$ cat src/bmaff_pkg.sv
`timescale 1ns / 1ps

package bmaff_pkg;

    localparam int IDX_W    = 12;
    localparam int COUNT_W  = 13;
    localparam int NB_W     = COUNT_W - 3;
    localparam int CMD_W    = 2;
    localparam int STATUS_W = 2;

    typedef logic [CMD_W-1:0]    cmd_t;
    typedef logic [STATUS_W-1:0] status_t;

    localparam cmd_t CMD_SET   = 2'd0;
    localparam cmd_t CMD_CLEAR = 2'd1;
    localparam cmd_t CMD_READ  = 2'd2;
    localparam cmd_t CMD_FIND  = 2'd3;

    localparam status_t ST_OK    = 2'd0;
    localparam status_t ST_RANGE = 2'd1;
    localparam status_t ST_NONE  = 2'd2;

    localparam logic [7:0] FULL_BYTE = 8'hff;

    typedef struct packed {
        logic             bit_value;
        logic [IDX_W-1:0] found_index;
        status_t          status;
    } result_t;

    // Position of the lowest clear bit of a byte that is not all ones.
    function automatic logic [2:0] first_zero(input logic [7:0] b);
        logic [2:0] pos;
        pos = '0;
        for (int k = 7; k >= 0; k--) begin
            if (!b[k]) begin
                pos = 3'(k);
            end
        end
        return pos;
    endfunction

endpackage

$ cat src/bmaff_store.sv
`timescale 1ns / 1ps

module bmaff_store #(
    parameter int DEPTH  = 512,
    parameter int ADDR_W = 9
) (
    input  logic              aclk,
    input  logic              wr_en,
    input  logic [ADDR_W-1:0] wr_addr,
    input  logic [7:0]        wr_data,
    input  logic [ADDR_W-1:0] rd_addr,
    output logic [7:0]        rd_data
);

    logic [7:0] mem [DEPTH];
    logic [7:0] rd_data_reg;

    always_ff @(posedge aclk) begin
        if (wr_en) begin
            mem[wr_addr] <= wr_data;
        end
    end

    always_ff @(posedge aclk) begin
        rd_data_reg <= mem[rd_addr];
    end

    assign rd_data = rd_data_reg;

endmodule

$ cat src/bmaff_seq.sv
`timescale 1ns / 1ps

module bmaff_seq #(
    parameter int DEPTH  = 512,
    parameter int ADDR_W = 9
) (
    input  logic                              aclk,
    input  logic                              aresetn,
    input  logic [bmaff_pkg::COUNT_W-1:0]     used_bits,
    input  logic                              s_valid,
    output logic                              s_ready,
    input  bmaff_pkg::cmd_t                   s_command,
    input  logic [bmaff_pkg::IDX_W-1:0]       s_bit_index,
    output logic                              res_valid,
    input  logic                              res_ready,
    output bmaff_pkg::result_t                res,
    output logic                              mem_wr_en,
    output logic [ADDR_W-1:0]                 mem_wr_addr,
    output logic [7:0]                        mem_wr_data,
    output logic [ADDR_W-1:0]                 mem_rd_addr,
    input  logic [7:0]                        mem_rd_data
);

    localparam int SCAN_W = (ADDR_W > bmaff_pkg::NB_W) ? ADDR_W : bmaff_pkg::NB_W;

    localparam logic [2:0] S_CLEAR = 3'd0;
    localparam logic [2:0] S_IDLE  = 3'd1;
    localparam logic [2:0] S_ACC   = 3'd2;
    localparam logic [2:0] S_SCAN  = 3'd3;
    localparam logic [2:0] S_FIN   = 3'd4;

    logic [2:0]                        state_reg, state_next;
    logic [SCAN_W-1:0]                 cnt_reg, cnt_next;
    bmaff_pkg::cmd_t                   cmd_reg, cmd_next;
    logic [bmaff_pkg::IDX_W-1:0]       idx_reg, idx_next;
    bmaff_pkg::result_t                res_reg, res_next;

    logic [SCAN_W-1:0]                 cnt_inc;
    logic [SCAN_W-1:0]                 rd_sel;
    logic [SCAN_W-1:0]                 acc_byte;
    logic [SCAN_W-1:0]                 nbytes;
    logic [SCAN_W+2:0]                 found_wide;
    logic [7:0]                        bit_mask;

    assign cnt_inc    = SCAN_W'(cnt_reg + 1'b1);
    assign acc_byte   = SCAN_W'(idx_reg[bmaff_pkg::IDX_W-1:3]);
    assign nbytes     = SCAN_W'(used_bits[bmaff_pkg::COUNT_W-1:3]);
    assign found_wide = {cnt_reg, bmaff_pkg::first_zero(mem_rd_data)};
    assign bit_mask   = 8'(1) << idx_reg[2:0];

    always_comb begin
        state_next  = state_reg;
        cnt_next    = cnt_reg;
        cmd_next    = cmd_reg;
        idx_next    = idx_reg;
        res_next    = res_reg;
        rd_sel      = cnt_inc;
        mem_wr_en   = 1'b0;
        mem_wr_addr = acc_byte[ADDR_W-1:0];
        mem_wr_data = mem_rd_data;

        unique case (state_reg)
            S_CLEAR: begin
                mem_wr_en   = 1'b1;
                mem_wr_addr = cnt_reg[ADDR_W-1:0];
                mem_wr_data = '0;
                if (cnt_reg == SCAN_W'(DEPTH - 1)) begin
                    cnt_next   = '0;
                    state_next = S_IDLE;
                end else begin
                    cnt_next = cnt_inc;
                end
            end
            S_IDLE: begin
                rd_sel = SCAN_W'(s_bit_index[bmaff_pkg::IDX_W-1:3]);
                if (s_valid) begin
                    cmd_next = s_command;
                    idx_next = s_bit_index;
                    res_next = '0;
                    if (s_command == bmaff_pkg::CMD_FIND) begin
                        rd_sel   = '0;
                        cnt_next = '0;
                        if (nbytes == '0) begin
                            res_next.status = bmaff_pkg::ST_NONE;
                            state_next      = S_FIN;
                        end else begin
                            state_next = S_SCAN;
                        end
                    end else if ({1'b0, s_bit_index} >= used_bits) begin
                        res_next.status = bmaff_pkg::ST_RANGE;
                        state_next      = S_FIN;
                    end else begin
                        state_next = S_ACC;
                    end
                end
            end
            S_ACC: begin
                unique case (cmd_reg)
                    bmaff_pkg::CMD_SET: begin
                        mem_wr_en   = 1'b1;
                        mem_wr_data = mem_rd_data | bit_mask;
                    end
                    bmaff_pkg::CMD_CLEAR: begin
                        mem_wr_en   = 1'b1;
                        mem_wr_data = mem_rd_data & ~bit_mask;
                    end
                    default: begin
                        res_next.bit_value = mem_rd_data[idx_reg[2:0]];
                    end
                endcase
                state_next = S_FIN;
            end
            S_SCAN: begin
                if (mem_rd_data != bmaff_pkg::FULL_BYTE) begin
                    res_next.found_index = found_wide[bmaff_pkg::IDX_W-1:0];
                    state_next           = S_FIN;
                end else if (cnt_inc == nbytes) begin
                    res_next.status = bmaff_pkg::ST_NONE;
                    state_next      = S_FIN;
                end else begin
                    cnt_next = cnt_inc;
                end
            end
            S_FIN: begin
                if (res_ready) begin
                    state_next = S_IDLE;
                end
            end
            default: begin
                state_next = S_IDLE;
            end
        endcase
    end

    always_ff @(posedge aclk) begin
        if (!aresetn) begin
            state_reg <= S_CLEAR;
            cnt_reg   <= '0;
        end else begin
            state_reg <= state_next;
            cnt_reg   <= cnt_next;
        end
    end

    always_ff @(posedge aclk) begin
        cmd_reg <= cmd_next;
        idx_reg <= idx_next;
        res_reg <= res_next;
    end

    assign s_ready     = (state_reg == S_IDLE);
    assign res_valid   = (state_reg == S_FIN);
    assign res         = res_reg;
    assign mem_rd_addr = rd_sel[ADDR_W-1:0];

endmodule

$ cat src/bitmap_allocator_first_free_unit.sv
`timescale 1ns / 1ps
// Allocation bitmap of MAX_BITS bits with a lowest-free-bit search.
// The input channel (s_valid, s_ready) carries a command and a bit index; every
// transfer produces exactly one result on the output channel (m_valid, m_ready)
// with the read bit, the found index and a status. cfg_wr_en writes the count of
// bits in use from cfg_wr_data; the user must write it only while the block is
// idle, and the block itself does not enforce this. Set, clear and read pass
// through S_ACC and S_FIN to the output register; an index out of range, or a
// find with no bits in use, goes from S_IDLE straight to S_FIN. A find reads one
// byte of the map per cycle through the single read port of the store, from byte
// 0 up to and including the first byte that has a clear bit, or up to the last
// byte in use. Items are handled one at a time: after each item, s_ready returns
// high only as its result moves into the output register. After reset the block
// sweeps all MAX_BITS/8 bytes of the store to zero, one byte per cycle; s_ready
// stays low meanwhile. Reset also restores the bit count to 4096. When the
// receiver stalls, the result waits in the output register; the block takes one
// more input item and holds its result until the output register is free.

module bitmap_allocator_first_free_unit #(
    parameter int MAX_BITS = 4096
) (
    input  logic                                aclk,
    input  logic                                aresetn,
    input  logic                                cfg_wr_en,
    input  logic [bmaff_pkg::COUNT_W-1:0]       cfg_wr_data,
    input  logic                                s_valid,
    output logic                                s_ready,
    input  logic [bmaff_pkg::CMD_W-1:0]         s_command,
    input  logic [bmaff_pkg::IDX_W-1:0]         s_bit_index,
    output logic                                m_valid,
    input  logic                                m_ready,
    output logic                                m_bit_value,
    output logic [bmaff_pkg::IDX_W-1:0]         m_found_index,
    output logic [bmaff_pkg::STATUS_W-1:0]      m_status
);

    localparam int DEPTH    = MAX_BITS / 8;
    localparam int ADDR_W   = (DEPTH > 1) ? $clog2(DEPTH) : 1;
    localparam int CAP_BITS = DEPTH * 8;
    localparam logic [bmaff_pkg::COUNT_W-1:0] CAP_LIM =
        (CAP_BITS >= 8184) ? 13'd8184 : bmaff_pkg::COUNT_W'(CAP_BITS);

    logic [bmaff_pkg::COUNT_W-1:0] bit_count_reg;
    logic [bmaff_pkg::COUNT_W-1:0] count_masked;
    logic [bmaff_pkg::COUNT_W-1:0] used_bits;

    logic                res_valid;
    logic                res_ready;
    bmaff_pkg::result_t  res;

    logic                m_valid_reg;
    bmaff_pkg::result_t  m_result_reg;

    logic                mem_wr_en;
    logic [ADDR_W-1:0]   mem_wr_addr;
    logic [7:0]          mem_wr_data;
    logic [ADDR_W-1:0]   mem_rd_addr;
    logic [7:0]          mem_rd_data;

    assign count_masked = {bit_count_reg[bmaff_pkg::COUNT_W-1:3], 3'b000};
    assign used_bits    = (count_masked > CAP_LIM) ? CAP_LIM : count_masked;

    always_ff @(posedge aclk) begin
        if (!aresetn) begin
            bit_count_reg <= 13'd4096;
        end else if (cfg_wr_en) begin
            bit_count_reg <= cfg_wr_data;
        end
    end

    bmaff_seq #(
        .DEPTH  (DEPTH),
        .ADDR_W (ADDR_W)
    ) u_seq (
        .aclk        (aclk),
        .aresetn     (aresetn),
        .used_bits   (used_bits),
        .s_valid     (s_valid),
        .s_ready     (s_ready),
        .s_command   (s_command),
        .s_bit_index (s_bit_index),
        .res_valid   (res_valid),
        .res_ready   (res_ready),
        .res         (res),
        .mem_wr_en   (mem_wr_en),
        .mem_wr_addr (mem_wr_addr),
        .mem_wr_data (mem_wr_data),
        .mem_rd_addr (mem_rd_addr),
        .mem_rd_data (mem_rd_data)
    );

    bmaff_store #(
        .DEPTH  (DEPTH),
        .ADDR_W (ADDR_W)
    ) u_store (
        .aclk    (aclk),
        .wr_en   (mem_wr_en),
        .wr_addr (mem_wr_addr),
        .wr_data (mem_wr_data),
        .rd_addr (mem_rd_addr),
        .rd_data (mem_rd_data)
    );

    assign res_ready = !m_valid_reg || m_ready;

    always_ff @(posedge aclk) begin
        if (!aresetn) begin
            m_valid_reg <= 1'b0;
        end else if (res_ready) begin
            m_valid_reg <= res_valid;
        end
    end

    always_ff @(posedge aclk) begin
        if (res_valid && res_ready) begin
            m_result_reg <= res;
        end
    end

    assign m_valid       = m_valid_reg;
    assign m_bit_value   = m_result_reg.bit_value;
    assign m_found_index = m_result_reg.found_index;
    assign m_status      = m_result_reg.status;

endmodule

$ cat config.mk
export PLATFORM = sky130hd
export DESIGN_NAME = bitmap_allocator_first_free_unit
export DESIGN_NICKNAME = d
export VERILOG_FILES = /design/src/bmaff_pkg.sv /design/src/bmaff_store.sv /design/src/bmaff_seq.sv /design/src/bitmap_allocator_first_free_unit.sv
export SDC_FILE = /design/constraint.sdc
export NUM_CORES = 2
export LEC_CHECK = 0
export BUFFER_PORTS_ARGS = -buffer_cell sky130_fd_sc_hd__buf_2
export CAP_MARGIN = 20
export CELL_PAD_IN_SITES_DETAIL_PLACEMENT = 0
export CELL_PAD_IN_SITES_GLOBAL_PLACEMENT = 1
export CORE_MARGIN = 1.5
export CORE_UTILIZATION = 25
export CTS_CLUSTER_DIAMETER = 80
export DETAILED_ROUTE_END_ITERATION = 16
export PLACE_DENSITY = 0.55
export REMOVE_ABC_BUFFERS = 1
export SYNTH_ARGS = -nofsm -noshare
export SYNTH_HDL_FRONTEND = slang
export SYNTH_SLANG_ARGS = --single-unit
$ cat constraint.sdc
create_clock -name aclk -period 24.3 [get_ports aclk]
set_input_delay 2.43 -clock aclk [delete_from_list [all_inputs] [get_ports aclk]]
set_output_delay 2.43 -clock aclk [all_outputs]
set_load 0.005 [all_outputs]
# Word level (Yosys, flattened, before mapping)
# Memory sizes are Yosys's and may differ from the RTL's. A register that Yosys moved wholly into a read port is not among the register bits.
# Cells that the tools add are included.
# W data, S select, Z words.
dict set report classes {
  bitwise 3
  n_shift 1
  add_sub_neg 1
  reduce_logical 16
  n_mux 46
  eq_ne 19
  magnitude_cmp 3
}
# operator n
set op_table {}
lappend op_table {{$mux W10} 5}
lappend op_table {{$mux W3} 16}
lappend op_table {{$mux W9} 4}
lappend op_table {{$pmux W8 S2} 2}
lappend op_table {{$pmux W10 S3} 1}
lappend op_table {{$pmux W14 S2} 1}
lappend op_table {{$mux W15} 1}
lappend op_table {{$pmux W3 S5} 1}
lappend op_table {{$ge A12 B13 Y1} 1}
lappend op_table {{$gt A13 B13 Y1 const B} 1}
lappend op_table {{$mux W13} 1}
lappend op_table {{$mux W12} 1}
lappend op_table {{$add A10 B1 Y10 const B} 1}
lappend op_table {{$eq A10 B10 Y1} 1}
lappend op_table {{$eq A10 B9 Y1 const B} 1}
lappend op_table {{$logic_not A10 Y1} 1}
lappend op_table {{$ne A2 B1 Y1 const B} 5}
lappend op_table {{$and A8 B8 Y8} 1}
lappend op_table {{$mux W2} 4}
lappend op_table {{$ne A2 B2 Y1 const B} 4}
lappend op_table {{$ne A8 B8 Y1 const B} 1}
lappend op_table {{$not A8 Y8} 1}
lappend op_table {{$or A8 B8 Y8} 1}
lappend op_table {{$reduce_and A4 Y1} 2}
lappend op_table {{other kinds (22)} 31}
dict set report totals {
  memories 1
  output_inout_bits 17
  reg_bits 71
  mem_bits_rw 4096
}
# memory depth word_bits read_ports rd_ports_with_merged_regs wr line_no
set memory_table {}
lappend memory_table {u_store.mem 512 8 1 1 1 bmaff_store.sv:15} ;# logic [7:0] mem [DEPTH];

# Longest topological paths before layout
dict set report logic_depth {
  word_depth 10
  ltp_mapped 16
  ltp_nobuf 11
}

# Hierarchy
# From an unflattened synthesis, not the netlist that was laid out.
dict set report unflattened {
  hier_cells 8438
  area_unflattened_um2 163992.3
}
# mod cells_each n_inst seq_area_each_um2 area_each_um2
set by_module_without_submodules {}
lappend by_module_without_submodules {bmaff_store 8030 1 123158.1 159927.1}
lappend by_module_without_submodules {bmaff_seq 344 1 1131.1 3126.7}
lappend by_module_without_submodules {bitmap_allocator_first_free_unit 64 1 670.6 938.4}

# Worst setup path after synthesis
# OpenSTA, ideal clock, no wires.
dict set report synth_path {
  path_type {flip-flop to flip-flop}
  start {register u_seq.state_reg[2]}
  end {memory u_store.mem[0][6], data pin}
  stages_incl_launch_ff 4
  t_arrival_ps 20533
  period_less_slack_ps 24703
  slack_ps -403
  cell_sequence {dfxtp_1 clkbuf_1 nor2_1 o21ai_0}
}
dict set report synth_via {
  elab_chain_len 2
  word_cells_on_any_way 3
  classes_between {1 x eq/ne; 1 x mux; 1 x reduce/logical}
}
# element line_no
set synth_lines {}
lappend synth_lines {{start, declared} bmaff_seq.sv:32} ;# logic [2:0] state_reg, state_next;
lappend synth_lines {{start signal, assigned} bmaff_seq.sv:140} ;# state_reg <= state_next;
lappend synth_lines {{$eq A3 B2 Y1 or $logic_not A3 Y1 (tied branches)} bmaff_seq.sv:62} ;# unique case (state_reg)
lappend synth_lines {{$pmux W8 S2 (*)} bmaff_seq.sv:62}
lappend synth_lines {{net mem_wr_data[6]} bitmap_allocator_first_free_unit.sv:56} ;# logic [7:0] mem_wr_data;
lappend synth_lines {{end, declared} bmaff_store.sv:15}
# Mark *: on every way through the listed nets, which the timed path passes. The rest lies on a longest branch.

# Worst setup path in the final report
dict set report layout_path {
  start {input s_valid}
  end {register u_store.rd_data_reg[3] (netlist: u_store.rd_data[3]) (read register of u_store.mem)}
}
dict set report layout_via {
  elab_chain_len 2
}
# element line_no
set layout_lines {}
lappend layout_lines {{start, declared} bitmap_allocator_first_free_unit.sv:26} ;# input logic s_valid,
lappend layout_lines {{$mux W9} bmaff_seq.sv:76} ;# if (s_valid) begin
lappend layout_lines {{$mux W9} bmaff_seq.sv:62}
lappend layout_lines {{end, declared} bmaff_store.sv:16} ;# logic [7:0] rd_data_reg;
# No other way between the ends.
# A chain may end at the register's enable or synchronous reset.

==> flow_summary.yaml <==
worst_setup_path:
  r2r_slack_ps: 16420
  required_ps: 25220
  crit_fanout: 91
  cp-end-kind: "register"
  worst_ep_arrival_time_ps: 9730
  start_kind: "input port"
  critPathKind: "input port to register"
drt:
  vias_per_cell: 4.81
  dr_wl_met2_microns: 253000
  top_layer: "met5"
  wire_per_inst_microns: 26.8
  dr.pass1.iters: 5
  routed_wl_microns: 548000
  wl_met3_microns: 36800
  drt-met1-wl_microns: 243000
  antenna_left: 0
  vias: 98200
  route.detailed.drc: 0
  drt_iter0_drc: 10200
layout:
  largest_register_ffs: 4096
  regArea_sq_um: 125000
  multiInputGateArea_sq_um: 37400
  nFillCells: 65900
  syn_to_final_growth_pct: 14.6
  finalNonFillerCells: 20400
  finalInstanceArea_sq_um: 190000
  drive_gt1_share_pct: 8.81
  fin_nets: 11400
clock_network:
  cts_inserted_buffers: 437
  post_cts_buffers: 0
  clockRootBuffer: "clkbuf_16"
  cts.sinks: 4172
  clk_pin_slew_worst_paths_ps: 60
  clk-insertion-delay-late_ps: 1050
  cts_hold_buf: 0
  htreeDepth: 5
  cts_tree: "built"
  clockBufferDepth: 4
  cts_resized: 0
yosys:
  synthTopCellsByArea: "edfxtp_1 (75%), mux2i_1 (6.7%), nand2_1 (4.8%)"
  syn_area_sq_um: 165000
  yosysTopAreaCellShare_pct: 75.2
  synth_flop_cell: "edfxtp_1"
  synth_edf_count: 4140
  synth_top_area_cell: "edfxtp_1"
  ys_top_cells_by_count: "edfxtp_1 (4,140), nand2_1 (2,101), mux2i_1 (1,107), a21oi_1 (679), nor2_1 (564)"
  syn-mean-instance-area_sq_um: 14.7
  synth-async-reset-ratio_pct: 0
  synth_cells: 11300
  yosys_warnings: 0
  synth.distinct_cells: 92
  yosys_register_bits: 4172
  synth_most_common_cell: "edfxtp_1"
  seq_area_frac_synth_pct: 75.5
die:
  rows: 298
  die-width_microns: 816
  dieHeight_microns: 816
  num_io_pins: 49
  initial_utilization_pct: 25.1
  fp.dieArea_sq_um: 667000
  core_area_sq_um: 659000
global_route:
  grt_pass1_wl_microns: 757000
  grt_pass1_vias: 93900
  track_usage_pct: 15.7
  overflow: 0
  grt_max_degree: 222
  antenna_found_initial: 53
flow_run:
  cap_viol_max_count: 0
placement:
  placed_cells: 19600
  place_congestion: 0.806
  placed_area_sq_um: 176000
  hpwl_microns: 321000
  pre_cts_slack_ps: 14590
  port_buffers: 45
timing:
  maxSlewViolCount: 0
  finClkSkew_ps: 92.2
  setup_ws_ps: 15490
  tightestPinTransition_ps: 1310
  holdWs_ps: 413
  slew_headroom_pct: 12.2
  fin_crit_sh_pct: 36.3
  period_minus_slack_ps: 8810
  setup_violations: 0
  finalHoldViolCount: 0
  rsz0062_at_grt: "false"
  fmax_mhz: 114
power_and_ir_drop:
  powerDensity_nw_per_um2: 82.5
  vdd_ir_drop_max_mv: 0.0630
  leakage_nw: 59.7
min_path:
  hp-class: "register to register"
outcome:
  status: "finished, final reports clean"
==> critical path, stage by stage <==
cell and delay [ps]:
buf_2 130, nand3_1 560, a22oi_4 350, buf_4 520
buf_12 500, buf_4 680, buf_12 460, buf_12 440
mux2i_1 270, o22ai_1 130, nor4_1 900, nor3_1 370
a211oi_1 900, nor4_1 170, buf_4 220, and4b_1 180
==> cells by family after synthesis <==
logic type,after synthesis,synth area share [%]
AO/OA/AOI/OAI,1666,6.09
XOR/XNOR,10,0.0696
AND/OR/NAND/NOR,3569,9.26
flip-flops,4172,75.5
buffers and inverters,753,2.23
adder cells (fa/ha/maj),10,0.0756
multiplexers,1109,6.73
==> placed cells by master (no fill, tap or decap), types with 13 or more instances in the layout <==
cell type / instances
nor2_1: 558
o22ai_1: 462
and3_1: 14
a31oi_1: 51
a221oi_1: 27
a32oi_1: 59
a21oi_1: 679
clkbuf_1: 85
o211ai_1: 13
nor4_2: 17
buf_12: 30
nand2_4: 17
clkbuf_16: 441
edfxtp_1: 4140
clkinv_1: 121
buf_4: 236
dfxtp_1: 32
and2_1: 14
mux2i_1: 1107
bufinv_16: 20
buf_2: 49
nand4_1: 93
nand3_1: 297
nor2b_1: 15
nand2_1: 2080
o21ai_0: 182
o2111ai_1: 29
nand2b_1: 15
nor4_1: 273
clkinv_2: 90
or3_1: 15
diode_2: 49
nor3_1: 86
o32ai_1: 21
==> where the power goes <==
group	switching [mW]	internal [mW]
combinational	1.02	0.383
clock	2.89	3.54
sequential	0.0161	7.80
total	3.92	11.7
==> worst paths after layout <==
path / from / end / cells after the start
worst min register to register: u_seq.res[7] / m_found_index[5] / 0
worst min-delay path: u_seq.res[7] / m_found_index[5] / 0
worst max-delay path: s_valid / u_store.rd_data[3] / 16
worst max register to register: u_seq.state_reg[0] / u_store.rd_data[3] / 16
==> through the flow <==
stage	setup TNS [ps]	total power, mW	utilization, %
2_1_floorplan	-356400	9.46	-
3_5_place_dp	0	9.38	26.7
4_1_cts	0	15.8	28.8
3_3_place_gp	0	9.38	26.7
5_1_grt	0	16.1	28.8
6_report	0	15.6	28.8
==> layer usage <==
metal	up-vias	track usage, %
li1	43100	-
met1	51000	22.3
met2	3368	25.1
met3	697	2.42
met4	12	4.12
met5	-	0
==> layout make-up <==
cell class	instances	area share (%)
antenna	49	0.0647
clock buffer	526	5.99
clock inverter	273	1.14
inverter	13	0.0257
multi-input combinational	6364	19.7
sequential	4172	65.9
tap	8700	5.74
timing repair buffer	321	1.43
Note: power is estimated with default switching activity, not from simulation.
